===== config.mk =====
export PLATFORM = sky130hd
export DESIGN_NAME = largest_remainder_apportioner_flat
export DESIGN_NICKNAME = d
export VERILOG_FILES = /design/src/rtl/lra_pkg.sv /design/src/rtl/lra_if.sv /design/src/rtl/lra_datapath.sv /design/src/rtl/lra_ctrl.sv /design/src/rtl/largest_remainder_apportioner.sv /design/src/flat_wrapper.sv
export SDC_FILE = /design/constraint.sdc
export NUM_CORES = 1
export LEC_CHECK = 0
export BUFFER_PORTS_ARGS = -buffer_cell sky130_fd_sc_hd__buf_2
export CORE_MARGIN = 1
export CORE_UTILIZATION = 55
export DETAILED_ROUTE_END_ITERATION = 16
export PLACE_DENSITY_LB_ADDON = 0.12
export SLEW_MARGIN = 20
export SYNTH_ARGS = -nofsm -noshare
export SYNTH_HDL_FRONTEND = slang
export SYNTH_HIERARCHICAL = 1
export SYNTH_SLANG_ARGS = --single-unit

===== constraint.sdc =====
create_clock -name i_clk -period 10.24 [get_ports i_clk]
set_input_delay 0.512 -clock i_clk [delete_from_list [all_inputs] [get_ports i_clk]]
set_output_delay 0.512 -clock i_clk [all_outputs]
set_load 0.01 [all_outputs]

===== src/rtl/lra_pkg.sv =====
// shared constants and controller/datapath command and status types
package lra_pkg;

    localparam int GROUP_LIMIT = 8;
    localparam int AMT_W       = 16;
    localparam int WGT_W       = 16;
    localparam int SHARE_W     = 16;
    localparam int GIDX_W      = 3;
    localparam int IDX_W       = (GROUP_LIMIT > 1) ? $clog2(GROUP_LIMIT) : 1;
    localparam int CNT_W       = $clog2(GROUP_LIMIT + 1);
    localparam int K_W         = (IDX_W > GIDX_W) ? IDX_W : GIDX_W;
    localparam int SUM_W       = WGT_W + IDX_W;
    localparam int PROD_W      = AMT_W + WGT_W;
    localparam int BIT_W       = $clog2(SHARE_W);

    typedef struct packed {
        logic load;
        logic start;
        logic mul;
        logic div;
        logic store;
        logic scan;
        logic award;
        logic emit_ld;
        logic clear;
        logic k_inc;
        logic k_clr;
    } t_cmd;

    typedef struct packed {
        logic err;
        logic last_k;
        logic div_last;
        logic left_zero;
    } t_stat;

endpackage


===== src/rtl/lra_if.sv =====
// valid/ready channel interfaces for input weights and output shares
interface lra_in_if;
    import lra_pkg::*;
    logic               valid;
    logic               ready;
    logic [AMT_W-1:0]   amount;
    logic [WGT_W-1:0]   weight;
    logic               final_weight;
    modport source (output valid, output amount, output weight, output final_weight,
                    input ready);
    modport sink   (input valid, input amount, input weight, input final_weight,
                    output ready);
endinterface

interface lra_out_if;
    import lra_pkg::*;
    logic               valid;
    logic               ready;
    logic [SHARE_W-1:0] share;
    logic [GIDX_W-1:0]  group_index;
    logic               final_share;
    logic               error;
    modport source (output valid, output share, output group_index, output final_share,
                    output error, input ready);
    modport sink   (input valid, input share, input group_index, input final_share,
                    input error, output ready);
endinterface


===== src/rtl/lra_datapath.sv =====
// weight store, multiply, bit-serial divider, remainder search and output register
module lra_datapath (
    input  logic                    i_clk,
    input  logic                    i_rst_n,
    input  lra_pkg::t_cmd           i_cmd,
    output lra_pkg::t_stat          o_stat,
    input  logic [lra_pkg::AMT_W-1:0]   i_amount,
    input  logic [lra_pkg::WGT_W-1:0]   i_weight,
    output logic [lra_pkg::SHARE_W-1:0] o_share,
    output logic [lra_pkg::GIDX_W-1:0]  o_group_index,
    output logic                        o_final_share,
    output logic                        o_error
);
    import lra_pkg::*;

    logic [WGT_W-1:0]   r_weight [GROUP_LIMIT];
    logic [SHARE_W-1:0] r_share  [GROUP_LIMIT];
    logic [SUM_W-1:0]   r_rem    [GROUP_LIMIT];
    logic [SUM_W-1:0]   r_sum;
    logic [AMT_W-1:0]   r_amount;
    logic [CNT_W-1:0]   r_count;
    logic               r_ovf;
    logic [K_W-1:0]     r_k;
    logic [SUM_W-1:0]   r_drem;
    logic [SHARE_W-1:0] r_dlow;
    logic [SHARE_W-1:0] r_quo;
    logic [BIT_W-1:0]   r_bit;
    logic [AMT_W-1:0]   r_left;
    logic [IDX_W-1:0]   r_best;
    logic [SUM_W-1:0]   r_best_rem;
    logic [SHARE_W-1:0] r_best_share;
    logic [SHARE_W-1:0] r_o_share;
    logic [GIDX_W-1:0]  r_o_idx;
    logic               r_o_final;
    logic               r_o_err;

    logic [IDX_W-1:0]   k_idx;
    logic [PROD_W-1:0]  n_prod;
    logic [SUM_W:0]     n_trial;
    logic               n_qbit;
    logic               err;
    logic               last_k;
    logic               better;

    assign k_idx   = r_k[IDX_W-1:0];
    assign n_prod  = PROD_W'(r_amount) * PROD_W'(r_weight[k_idx]);
    assign n_trial = {r_drem, r_dlow[SHARE_W-1]};
    assign n_qbit  = n_trial >= {1'b0, r_sum};
    assign err     = r_ovf || (r_sum == '0);
    assign last_k  = (CNT_W'(r_k) + CNT_W'(1)) == r_count;
    assign better  = (r_rem[k_idx] > r_best_rem) ||
                     ((r_rem[k_idx] == r_best_rem) && (r_share[k_idx] < r_best_share));

    assign o_stat.err       = err;
    assign o_stat.last_k    = last_k;
    assign o_stat.div_last  = r_bit == BIT_W'(SHARE_W - 1);
    assign o_stat.left_zero = r_left == '0;

    always_ff @(posedge i_clk) begin
        if (!i_rst_n) begin
            r_sum    <= '0;
            r_amount <= '0;
            r_count  <= '0;
            r_ovf    <= 1'b0;
            r_k      <= '0;
        end else begin
            if (i_cmd.load) begin
                if (r_count == '0 && !r_ovf) begin
                    r_amount <= i_amount;
                end
                if (r_count < CNT_W'(GROUP_LIMIT)) begin
                    r_sum   <= r_sum + SUM_W'(i_weight);
                    r_count <= r_count + CNT_W'(1);
                end else begin
                    r_ovf <= 1'b1;
                end
            end
            if (i_cmd.clear) begin
                r_sum    <= '0;
                r_amount <= '0;
                r_count  <= '0;
                r_ovf    <= 1'b0;
            end
            if (i_cmd.k_clr) begin
                r_k <= '0;
            end else if (i_cmd.k_inc) begin
                r_k <= r_k + K_W'(1);
            end
        end
    end

    always_ff @(posedge i_clk) begin
        if (i_cmd.load && r_count < CNT_W'(GROUP_LIMIT)) begin
            r_weight[r_count[IDX_W-1:0]] <= i_weight;
        end
        if (i_cmd.start) begin
            r_left <= r_amount;
        end
        // product split: upper half is below the sum, lower half shifts in
        if (i_cmd.mul) begin
            r_drem <= SUM_W'(n_prod[PROD_W-1:SHARE_W]);
            r_dlow <= n_prod[SHARE_W-1:0];
            r_bit  <= '0;
        end
        if (i_cmd.div) begin
            r_drem <= n_qbit ? SUM_W'(n_trial - {1'b0, r_sum}) : SUM_W'(n_trial);
            r_dlow <= {r_dlow[SHARE_W-2:0], 1'b0};
            r_quo  <= {r_quo[SHARE_W-2:0], n_qbit};
            r_bit  <= r_bit + BIT_W'(1);
        end
        if (i_cmd.store) begin
            r_share[k_idx] <= r_quo;
            r_rem[k_idx]   <= r_drem;
            r_left         <= r_left - r_quo;
        end
        if (i_cmd.scan && (r_k == '0 || better)) begin
            r_best       <= k_idx;
            r_best_rem   <= r_rem[k_idx];
            r_best_share <= r_share[k_idx];
        end
        if (i_cmd.award) begin
            r_share[r_best] <= r_share[r_best] + SHARE_W'(1);
            r_rem[r_best]   <= '0;
            r_left          <= r_left - AMT_W'(1);
        end
        if (i_cmd.emit_ld) begin
            r_o_share <= err ? '0 : r_share[k_idx];
            r_o_idx   <= r_k[GIDX_W-1:0];
            r_o_final <= last_k;
            r_o_err   <= err;
        end
    end

    assign o_share       = r_o_share;
    assign o_group_index = r_o_idx;
    assign o_final_share = r_o_final;
    assign o_error       = r_o_err;

endmodule


===== src/rtl/lra_ctrl.sv =====
// sequencing state machine for load, divide, remainder award and emit phases
module lra_ctrl (
    input  logic            i_clk,
    input  logic            i_rst_n,
    input  logic            i_in_valid,
    input  logic            i_in_final,
    output logic            o_in_ready,
    output logic            o_out_valid,
    input  logic            i_out_ready,
    output lra_pkg::t_cmd   o_cmd,
    input  lra_pkg::t_stat  i_stat
);
    import lra_pkg::*;

    typedef enum logic [3:0] {
        S_LOAD, S_START, S_MUL, S_DIV, S_STORE, S_CHECK, S_SCAN, S_AWARD, S_EMIT_LD, S_EMIT
    } t_state;

    t_state r_state, n_state;
    logic   r_out_valid, n_out_valid;

    always_comb begin
        n_state     = r_state;
        n_out_valid = r_out_valid;
        o_cmd       = '0;
        case (r_state)
            S_LOAD: begin
                if (i_in_valid) begin
                    o_cmd.load = 1'b1;
                    if (i_in_final) n_state = S_START;
                end
            end
            S_START: begin
                o_cmd.start = 1'b1;
                n_state = i_stat.err ? S_EMIT_LD : S_MUL;
            end
            S_MUL: begin
                o_cmd.mul = 1'b1;
                n_state = S_DIV;
            end
            S_DIV: begin
                o_cmd.div = 1'b1;
                if (i_stat.div_last) n_state = S_STORE;
            end
            S_STORE: begin
                o_cmd.store = 1'b1;
                if (i_stat.last_k) begin
                    o_cmd.k_clr = 1'b1;
                    n_state = S_CHECK;
                end else begin
                    o_cmd.k_inc = 1'b1;
                    n_state = S_MUL;
                end
            end
            S_CHECK: begin
                n_state = i_stat.left_zero ? S_EMIT_LD : S_SCAN;
            end
            S_SCAN: begin
                o_cmd.scan = 1'b1;
                if (i_stat.last_k) begin
                    o_cmd.k_clr = 1'b1;
                    n_state = S_AWARD;
                end else begin
                    o_cmd.k_inc = 1'b1;
                end
            end
            S_AWARD: begin
                o_cmd.award = 1'b1;
                n_state = S_CHECK;
            end
            S_EMIT_LD: begin
                o_cmd.emit_ld = 1'b1;
                n_out_valid = 1'b1;
                n_state = S_EMIT;
            end
            S_EMIT: begin
                if (i_out_ready) begin
                    n_out_valid = 1'b0;
                    if (i_stat.last_k) begin
                        o_cmd.clear = 1'b1;
                        o_cmd.k_clr = 1'b1;
                        n_state = S_LOAD;
                    end else begin
                        o_cmd.k_inc = 1'b1;
                        n_state = S_EMIT_LD;
                    end
                end
            end
            default: begin
                n_state = S_LOAD;
                n_out_valid = 1'b0;
            end
        endcase
    end

    always_ff @(posedge i_clk) begin
        if (!i_rst_n) begin
            r_state     <= S_LOAD;
            r_out_valid <= 1'b0;
        end else begin
            r_state     <= n_state;
            r_out_valid <= n_out_valid;
        end
    end

    assign o_in_ready  = r_state == S_LOAD;
    assign o_out_valid = r_out_valid;

endmodule


===== src/rtl/largest_remainder_apportioner.sv =====
// Splits an amount among up to GROUP_LIMIT groups by largest remainder. Weights load one
// word per cycle; the amount comes from the first word of a set and the word with
// final_weight closes it. After the close the block takes no input until all shares are
// out: a start step, then per group a multiply step, the bit-serial divider and a store
// step, then for each leftover unit (fewer than the group count) a check, a scan over
// every group and an award, and a last check once nothing is left; each share then
// passes through the output register and waits there while the receiver stalls. On error
// (zero weight sum or too many groups) the division phase is skipped and every share
// reads zero.
module largest_remainder_apportioner (
    input  logic      i_clk,
    input  logic      i_rst_n,
    lra_in_if.sink    i_in,
    lra_out_if.source o_out
);
    import lra_pkg::*;

    t_cmd  cmd;
    t_stat stat;

    lra_ctrl u_ctrl (
        .i_clk       (i_clk),
        .i_rst_n     (i_rst_n),
        .i_in_valid  (i_in.valid),
        .i_in_final  (i_in.final_weight),
        .o_in_ready  (i_in.ready),
        .o_out_valid (o_out.valid),
        .i_out_ready (o_out.ready),
        .o_cmd       (cmd),
        .i_stat      (stat)
    );

    lra_datapath u_dp (
        .i_clk         (i_clk),
        .i_rst_n       (i_rst_n),
        .i_cmd         (cmd),
        .o_stat        (stat),
        .i_amount      (i_in.amount),
        .i_weight      (i_in.weight),
        .o_share       (o_out.share),
        .o_group_index (o_out.group_index),
        .o_final_share (o_out.final_share),
        .o_error       (o_out.error)
    );

endmodule


===== src/flat_wrapper.sv =====
// flat-port wrapper written by rule: the top's interface ports become plain ports
module largest_remainder_apportioner_flat import lra_pkg::*;
  (i_clk, i_rst_n, i_in_valid, i_in_amount, i_in_weight, i_in_final_weight, i_in_ready, o_out_valid, o_out_share, o_out_group_index, o_out_final_share, o_out_error, o_out_ready);
  lra_in_if i_in_i ();
  lra_out_if o_out_i ();
  input  logic i_clk;
  input  logic i_rst_n;
  input wire logic [$bits(i_in_i.valid)-1:0] i_in_valid;
  input wire logic [$bits(i_in_i.amount)-1:0] i_in_amount;
  input wire logic [$bits(i_in_i.weight)-1:0] i_in_weight;
  input wire logic [$bits(i_in_i.final_weight)-1:0] i_in_final_weight;
  output wire logic [$bits(i_in_i.ready)-1:0] i_in_ready;
  output wire logic [$bits(o_out_i.valid)-1:0] o_out_valid;
  output wire logic [$bits(o_out_i.share)-1:0] o_out_share;
  output wire logic [$bits(o_out_i.group_index)-1:0] o_out_group_index;
  output wire logic [$bits(o_out_i.final_share)-1:0] o_out_final_share;
  output wire logic [$bits(o_out_i.error)-1:0] o_out_error;
  input wire logic [$bits(o_out_i.ready)-1:0] o_out_ready;
  assign i_in_i.valid = i_in_valid;
  assign i_in_i.amount = i_in_amount;
  assign i_in_i.weight = i_in_weight;
  assign i_in_i.final_weight = i_in_final_weight;
  assign i_in_ready = i_in_i.ready;
  assign o_out_valid = o_out_i.valid;
  assign o_out_share = o_out_i.share;
  assign o_out_group_index = o_out_i.group_index;
  assign o_out_final_share = o_out_i.final_share;
  assign o_out_error = o_out_i.error;
  assign o_out_i.ready = o_out_ready;
  largest_remainder_apportioner u_core (.i_clk(i_clk), .i_rst_n(i_rst_n), .i_in(i_in_i), .o_out(o_out_i));
endmodule

==> run summary, run 1 <==
number of global-route vias before repair - 27,745
compound-gate portion of the synthesized area - 9.66%
sequential share of power - 33.1%
Rows - 96
post-DP HPWL - 69,600 µm
die height - 265 µm
most common cell after layout, fill and taps aside - nand2_1
Net Sw Power - 3.67 mW
most frequent cells in the layout - nand2_1 (747), edfxtp_1 (385), inv_1 (326)
grt met3 use - 3.74%
number of synthesized flops with an enable pin - 385
Starting DRT DRC Count - 2,272
post-synthesis mux area share - 10.4%
layout cells sized above 1 - 12.0%
PortBufs - 59
Final WS setup - 2.39 ns
post-placement setup slack - 2.38 ns
Yosys reg bits - 592
hold bufs inserted after CTS - 0
Starting Density - 55.6%
Worst-path clk slew - 0.07 ns
main combinational cell family by area after synthesis - adder cells
DR WL/cell - 21.7 µm
post-CTS sizing - 0
P_int - 5.66 mW
first-pass GRT wire length - 155,000 µm
hold_sp - i_in_amount[6]
max_slew headroom - 25.2%
core area - 68,500 µm²
Cell Area, Synth - 38,000 µm²
CTS tree - done
final setup violation count - 0
nets - 4,053
gp weighted congestion - 0.881
worst-path cell chain - mux4_2 -> mux2i_1 -> buf_4 -> nor2b_1 -> fa_1 -> inv_1 -> fa_1 -> fa_1 -> inv_1 -> fa_1 -> fa_1 -> inv_1 -> fa_1 -> inv_1 -> ha_1 -> a22oi_1 -> nand2_1 -> or3_1 -> o21ai_1 -> o211ai_1 -> o211ai_1 -> nor2b_1 -> a2111oi_0 -> o31ai_1
vias per cell - 5.97
largest net degree at the start of global routing - 46
area growth from synthesis to layout - 7.88%
clock sinks - 592
skew final - 0.0435 ns
reg2reg end - u_core/u_dp/r_drem[13]$_DFFE_PP_
die width - 265 µm
combinational share of power - 43.2%
Netlist cell types - 86
Worst R2R Setup Slack - 2.39 ns
worst-margin pin slew - 1.12 ns
Top FF cell, synth - edfxtp_1
slowest stage cell, crit path - dfxtp_4
Post-Synth XOR/XNOR Area - 2.14%
DR vias - 27,215
DRT Pass-1 Iters - 6
critical path data arrival time - 8.22 ns
Worst EP required - 10.61 ns
Worst setup EP type - register
slowest stage delay, CP - 0.77 ns
DRT antenna net count - 0
CP max FO - 33
GRT Residual Overflow - 0
HP Class - in2reg
die area - 70,200 µm²
FMAX - 127 MHz
Layout fillers - 5,578
switch share - 39.3%
cell count after synthesis - 3,670
simple-gate share of the synthesized area - 14.0%
Max Cap Viol - 0
met1 GRT Util - 37.1%
final hold vios - 0
io pins - 60
Final Power - 9.33 mW
Post-CTS Setup Inserts - 0
WL final - 98,900 µm
R2R depth - 24
YS warnings - 6
Peak VDD IR - 0.000186 V
outcome - complete, no violations
power density over the cells - 227 nW/µm²
WP buf/inv - 5
H-tree levels - 2
most frequent CP cell - fa_1
Most Used Layer, Global Route - met2
delay-heaviest family, CP - adder cells
clock buffer depth - 3
GRT Util Overall - 28.4%
RSZ-0062 raised after global routing - no
Adder-Cell Fraction of Synth Area - 16.8%
met2 Use GR - 49.8%
Leakage - 16.3 nW
number of antenna violations at the first check in global routing - 2
Seq/Total Area, Yosys - 41.3%
DRC viols - 0
clock network fraction of total power - 23.7%
post-route setup TNS - 0 ns
Final Cycle Share - 76.6%
Root Buffer - clkbuf_16
Slew Limit Fails - 0
Period minus WS final - 7.85 ns
Worst setup SP type - register
hold depth - 3
Avg Inst Size Synth - 10.4 µm²
Setup Crit Path Kind - reg2reg
worst-skew pair later-pin latency - 0.65 ns
WHS Endpoint - u_core/u_dp/r_amount[6]$_SDFFE_PP0P_
Syn Nets - 4,099
CTS buffer count - 60
Synth async-reset ratio - 0%
-- state kept, by name, summed over array words and instances (netlist names), 4 cells and up, named ones only --
| signal | cells |
|---|---|
| u_core/u_dp/r_quo | 16 |
| u_core/u_ctrl/r_state | 4 |
| u_core/u_dp/r_drem | 19 |
| u_core/u_dp/r_dlow | 16 |
| u_core/u_dp/r_rem | 152 |
| u_core/u_dp/r_best_share | 16 |
| u_core/u_dp/r_best_rem | 19 |
| u_core/u_dp/r_share | 128 |
| u_core/u_dp/o_share | 16 |
| u_core/u_dp/r_count | 4 |
| u_core/u_dp/r_sum | 19 |
| u_core/u_dp/r_amount | 16 |
| u_core/u_dp/r_bit | 4 |
| u_core/u_dp/r_left | 16 |
| u_core/u_dp/r_weight | 128 |
-- stage by stage --
stage | area [µm²] | utilization, % | hold slack [ns] | std cells
6_report | 41000 | 60.0 | 0.0979 | 4557
5_1_grt | 41000 | 59.9 | 0.0953 | 4555
4_1_cts | 41000 | 59.9 | 0.0722 | 4555
3_5_place_dp | 39100 | 57.0 | 0.443 | 4444
3_3_place_gp | 39000 | 57.0 | 0.438 | 4443
2_1_floorplan | 38000 | - | 0.424 | 3670
-- per-layer routing --
layer  part of all wire [%]  wire (µm)
met3                    7.1       6980
met2                     50      49100
met5                      0          0
met1                     41      40600
met4                    2.3       2240
-- power groups by stage --
stage | registers [mW] | logic (mW) | clock network, mW
finish | 3.09 | 4.03 | 2.21
global route | 3.11 | 4.55 | 2.33
floorplan | 2.94 | 3.07 | 0
detailed placement | 3.13 | 3.99 | 0
CTS | 3.08 | 4.01 | 2.25
global placement | 3.12 | 3.87 | 0
-- area by class of cell --
class,count,area (µm²),share of cell area [%]
Sequential cell,592,15700,38.3
Tap cell,882,1100,2.69
Multi-Input combinational cell,2525,20300,49.4
Antenna cell,2,5.00,0.0122
Clock buffer,77,1640,3.99
Inverter,328,1230,3.00
Clock inverter,34,337,0.820
Timing Repair Buffer,117,738,1.80
-- kinds of logic after synthesis --
logic type	count (synthesis)
AOI/OAI and AO/OA	631
xor gates and xnor gates	91
adders and majority gates	392
buffers and inverters	553
DFF	592
muxes	212
and+or+nand+nor	1199
-- how the worst max path moves through the flow --
stage	to	slack, ns	cells past startpoint
3_5_place_dp	u_core/u_dp/r_drem[13]$_DFFE_PP_	2.38	24
5_1_grt	u_core/u_dp/r_drem[13]$_DFFE_PP_	1.90	24
2_1_floorplan	u_core/u_dp/r_drem[13]$_DFFE_PP_	2.89	25
3_3_place_gp	u_core/u_dp/r_drem[13]$_DFFE_PP_	2.51	24
4_1_cts	u_core/u_dp/r_drem[13]$_DFFE_PP_	2.39	24
6_report	u_core/u_dp/r_drem[13]$_DFFE_PP_	2.39	24
-- Yosys cell counts, types with 10 or more instances --
cell      number  area share (%)
a211oi_1      20            0.39
a21o_1        25            0.49
a21oi_1      265             3.5
a31oi_1       14            0.23
and2_1        82             1.3
and3_1        10            0.16
buf_1         16            0.16
buf_2         18            0.24
clkbuf_1     181             1.8
dfxtp_1      207              11
edfxtp_1     385              30
fa_1         197              10
ha_1         195             6.4
inv_1        326             3.2
mux2_2        51             1.5
mux2i_1       24            0.63
mux4_1        20             1.4
mux4_2       114             6.7
nand2_1      747             7.4
nand2b_1      30            0.49
nand3_1       22            0.29
nand4_1       18            0.30
nor2_1       118             1.2
nor2b_1       79             1.3
nor3_1        42            0.55
o211ai_1      11            0.22
o21a_1        11            0.22
o21ai_0      199             2.6
or3_1         12            0.20
xnor2_1       55             1.3
xor2_1        35            0.81
-- worst reg2reg max path, stage by stage, from the launching register on --
cell and delay [ns]:
dfxtp_4 0.77, mux4_2 0.60, mux2i_1 0.16, buf_4 0.24, nor2b_1 0.10, fa_1 0.54, inv_1 0.05, fa_1 0.46
fa_1 0.52, inv_1 0.05, fa_1 0.49, fa_1 0.50, inv_1 0.05, fa_1 0.47, inv_1 0.04, ha_1 0.36
a22oi_1 0.22, nand2_1 0.10, or3_1 0.31, o21ai_1 0.53, o211ai_1 0.19, o211ai_1 0.19, nor2b_1 0.09, a2111oi_0 0.46
o31ai_1 0.10
Note: power is estimated with default switching activity, not from simulation.
==> inputs of run 2 (changes only) <==
--- a/config.mk
+++ b/config.mk
@@ -5,6 +5,7 @@
 export SDC_FILE = /design/constraint.sdc
 export NUM_CORES = 1
 export LEC_CHECK = 0
+export ABC_AREA = 1
 export BUFFER_PORTS_ARGS = -buffer_cell sky130_fd_sc_hd__buf_2
 export CORE_MARGIN = 1
 export CORE_UTILIZATION = 55
==> constraint.sdc (replaced) <==
create_clock -name i_clk -period 8 [get_ports i_clk]
set_input_delay 0.4 -clock i_clk [delete_from_list [all_inputs] [get_ports i_clk]]
set_output_delay 0.4 -clock i_clk [all_outputs]
set_load 0.01 [all_outputs]
==> run summary, run 2 <==
post-synth top area cell - edfxtp_1 (unchanged)
Adder-Cell Fraction of Synth Area - 16.6% (was 16.8%)
compound-gate portion of the synthesized area - 16.6% (was 9.66%)
Period minus WS final - 7.34 ns (was 7.85 ns)
Netlist cell types - 56 (was 86)
final hold vios - 0 (unchanged)
CTS buffer count - 67 (was 60)
gp weighted congestion - 0.953 (was 0.881)
DR vias - 32,074 (was 27,215)
Post-CTS Setup Inserts - 0 (unchanged)
DRC viols - 0 (unchanged)
Rows - 96 (unchanged)
most common cell after layout, fill and taps aside - nand2_1 (unchanged)
post-synthesis mux area share - 0% (was 10.4%)
Max Cap Viol - 0 (unchanged)
Worst setup EP type - register (unchanged)
register area - 15,700 µm² (about the same)
number of global-route vias before repair - 30,464 (was 27,745)
CP max FO - 64 (was 33)
most frequent cells in the layout - nand2_1 (716), o21ai_0 (653), nor2_1 (636) (was nand2_1 (747), edfxtp_1 (385), inv_1 (326))
Leakage - 17.8 nW (was 16.3 nW)
die height - 266 µm (was 265 µm)
post-DP HPWL - 81,000 µm (was 69,600 µm)
Worst EP required - 8.35 ns (was 10.61 ns)
WP buf/inv - 7 (was 5)
Final Power - 13.5 mW (was 9.33 mW)
Worst R2R Setup Slack - 0.66 ns (was 2.39 ns)
Layout fillers - 6,114 (was 5,578)
WL final - 115,000 µm (was 98,900 µm)
Yosys reg bits - 592 (unchanged)
post-route setup TNS - 0 ns (unchanged)
first-pass GRT wire length - 176,000 µm (was 155,000 µm)
YS warnings - 6 (unchanged)
Root Buffer - clkbuf_16 (unchanged)
CTS tree - done (unchanged)
simple-gate share of the synthesized area - 16.4% (was 14.0%)
nets - 4,992 (was 4,053)
reg2reg end - u_core/u_dp/r_drem[11]$_DFFE_PP_ (was u_core/u_dp/r_drem[13]$_DFFE_PP_)
hold bufs inserted after CTS - 0 (unchanged)
DR WL/cell - 20.7 µm (was 21.7 µm)
worst-margin pin slew - 1.15 ns (was 1.12 ns)
largest register by flop count - u_core/u_dp/r_rem (unchanged)
die width - 266 µm (was 265 µm)
GRT Residual Overflow - 0 (unchanged)
critical path data arrival time - 7.69 ns (was 8.22 ns)
most frequent cell after synthesis - nand2_1 (unchanged)
Top FF cell, synth - edfxtp_1 (unchanged)
die area - 70,800 µm² (was 70,200 µm²)
WHS Endpoint - u_core/u_dp/r_weight[1][14]$_DFFE_PP_ (was u_core/u_dp/r_amount[6]$_SDFFE_PP0P_)
post-CTS sizing - 0 (unchanged)
slowest stage delay, CP - 0.53 ns (was 0.77 ns)
DRT antenna net count - 0 (unchanged)
io pins - 60 (unchanged)
clock sinks - 592 (unchanged)
DRT Pass-1 Iters - 8 (was 6)
R2R depth - 27 (was 24)
H-tree levels - 3 (was 2)
Syn Nets - 5,015 (was 4,099)
main combinational cell family by area after synthesis - adder cells (unchanged)
skew final - 0.0386 ns (was 0.0435 ns)
Worst setup SP type - register (unchanged)
Peak VDD IR - 0.000437 V (was 0.000186 V)
Final Cycle Share - 91.7% (was 76.6%)
clock buffer depth - 3 (unchanged)
Cell Area, Synth - 38,400 µm² (was 38,000 µm²)
worst-skew pair later-pin latency - 0.62 ns (was 0.65 ns)
layout cells sized above 1 - 6.67% (was 12.0%)
PortBufs - 59 (unchanged)
slowest stage cell, crit path - fa_1 (was dfxtp_4)
delay-heaviest family, CP - adder cells (unchanged)
FMAX - 136 MHz (was 127 MHz)
max_slew headroom - 22.6% (was 25.2%)
max reg flops - 152 (unchanged)
cell count after synthesis - 4,586 (was 3,670)
hold_sp - i_in_weight[14] (was i_in_amount[6])
Post-Synth XOR/XNOR Area - 1.57% (was 2.14%)
Avg Inst Size Synth - 8.37 µm² (was 10.4 µm²)
final setup violation count - 0 (unchanged)
top cells by count, synth - nand2_1 (717), o21ai_0 (653), nor2_1 (645) (was nand2_1 (747), edfxtp_1 (385), inv_1 (326))
Starting DRT DRC Count - 3,156 (was 2,272)
core area - 68,800 µm² (was 68,500 µm²)
number of antenna violations at the first check in global routing - 2 (unchanged)
largest net degree at the start of global routing - 160 (was 46)
hold depth - 1 (was 3)
HP Class - in2reg (unchanged)
power density over the cells - 324 nW/µm² (was 227 nW/µm²)
RSZ-0062 raised after global routing - no (unchanged)
Worst-path clk slew - 0.06 ns (was 0.07 ns)
Slew Limit Fails - 0 (unchanged)
Starting Density - 55.8% (was 55.6%)
GRT Util Overall - 32.6% (was 28.4%)
area taken by multi-input logic gates - 19,700 µm² (was 20,300 µm²)
outcome - complete, no violations (unchanged)
number of synthesized flops with an enable pin - 385 (unchanged)
Setup Crit Path Kind - reg2reg (unchanged)
Seq/Total Area, Yosys - 40.9% (was 41.3%)
area growth from synthesis to layout - 8.85% (was 7.88%)
vias per cell - 5.78 (was 5.97)
top cell type's share of synthesized area - 30.1% (was 30.4%)
synth top area cells - edfxtp_1 (30%), dfxtp_1 (11%), fa_1 (10%), o21ai_0 (8.5%), nand2_1 (7.0%) (was edfxtp_1 (30%), dfxtp_1 (11%), fa_1 (10%), nand2_1 (7.4%), mux4_2 (6.7%))
Synth async-reset ratio - 0% (unchanged)
[run 2: changes by cell type in the layout (fill, tap and decap cells not counted), sizes merged, moves of 30 or more]
cell / change
nor2: +540
o21ai: +485
inv: +208
mux4: -134
nand3: +89
nor2b: -79
and2: -78
a21oi: +73
mux2: -52
o221ai: +37
nand2b: -30
[run 2: routing by layer]
| layer | routed length (µm) | GRT usage [%] | up-vias |
|---|---|---|---|
| met1 | 46200 | 41.9 | 15275 |
| met4 | 7150 | 19.2 | 0 |
| met5 | 0 | 0 | - |
| met2 | 53400 | 52.6 | 1318 |
| li1 | - | - | 15212 |
| met3 | 8390 | 4.60 | 269 |
[run 2: layout make-up]
cell class | instances | area share (%)
antenna | 1 | 0.00599
clock buffer | 93 | 4.55
clock inverter | 30 | 0.836
inverter | 561 | 5.05
multi-input combinational | 3209 | 47.1
sequential | 592 | 37.6
tap | 931 | 2.79
timing repair buffer | 132 | 2.05
[run 2: how the worst max path moves through the flow]
stage	cells past startpoint	from	end	slack (ns)
finish	27	register	u_core/u_dp/r_drem[11]$_DFFE_PP_	0.66
global route	27	register	u_core/u_dp/r_drem[11]$_DFFE_PP_	0.19
detailed placement	27	register	u_core/u_dp/r_drem[11]$_DFFE_PP_	0.72
CTS	27	register	u_core/u_dp/r_drem[11]$_DFFE_PP_	0.68
global placement	27	register	u_core/u_dp/r_drem[11]$_DFFE_PP_	0.87
floorplan	31	register	u_core/u_dp/r_drem[11]$_DFFE_PP_	1.38
[run 2: stage by stage]
| stage | cells | hold slack [ns] | instance area, µm² | setup WS (ns) | util (%) |
|---|---|---|---|---|---|
| 6_report | 5549 | 0.0809 | 41800 | 0.661 | 60.7 |
| 5_1_grt | 5549 | 0.0832 | 41800 | 0.194 | 60.7 |
| 4_1_cts | 5548 | 0.0526 | 41800 | 0.678 | 60.7 |
| 3_5_place_dp | 5425 | 0.434 | 39500 | 0.724 | 57.4 |
| 3_3_place_gp | 5425 | 0.428 | 39500 | 0.867 | 57.4 |
| 2_1_floorplan | 4586 | 0.424 | 38400 | 1.38 | - |
[run 2: cells by family (layout without fill, tap and decap cells)]
group | count (synthesis) | count (layout)
other | 0 | 1
DFF | 592 | 592
xor gates and xnor gates | 62 | 62
and+or+nand+nor | 1566 | 1566
buffers and inverters | 785 | 816
AOI/OAI and AO/OA | 1189 | 1189
adders and majority gates | 392 | 392
[run 2: report_power, final]
| group | total (mW) | switching, mW | internal (mW) |
|---|---|---|---|
| Sequential | 3.81 | 0.207 | 3.60 |
| Combinational | 6.58 | 4.18 | 2.40 |
| Clock | 3.14 | 1.29 | 1.84 |
| Total | 13.5 | 5.68 | 7.84 |
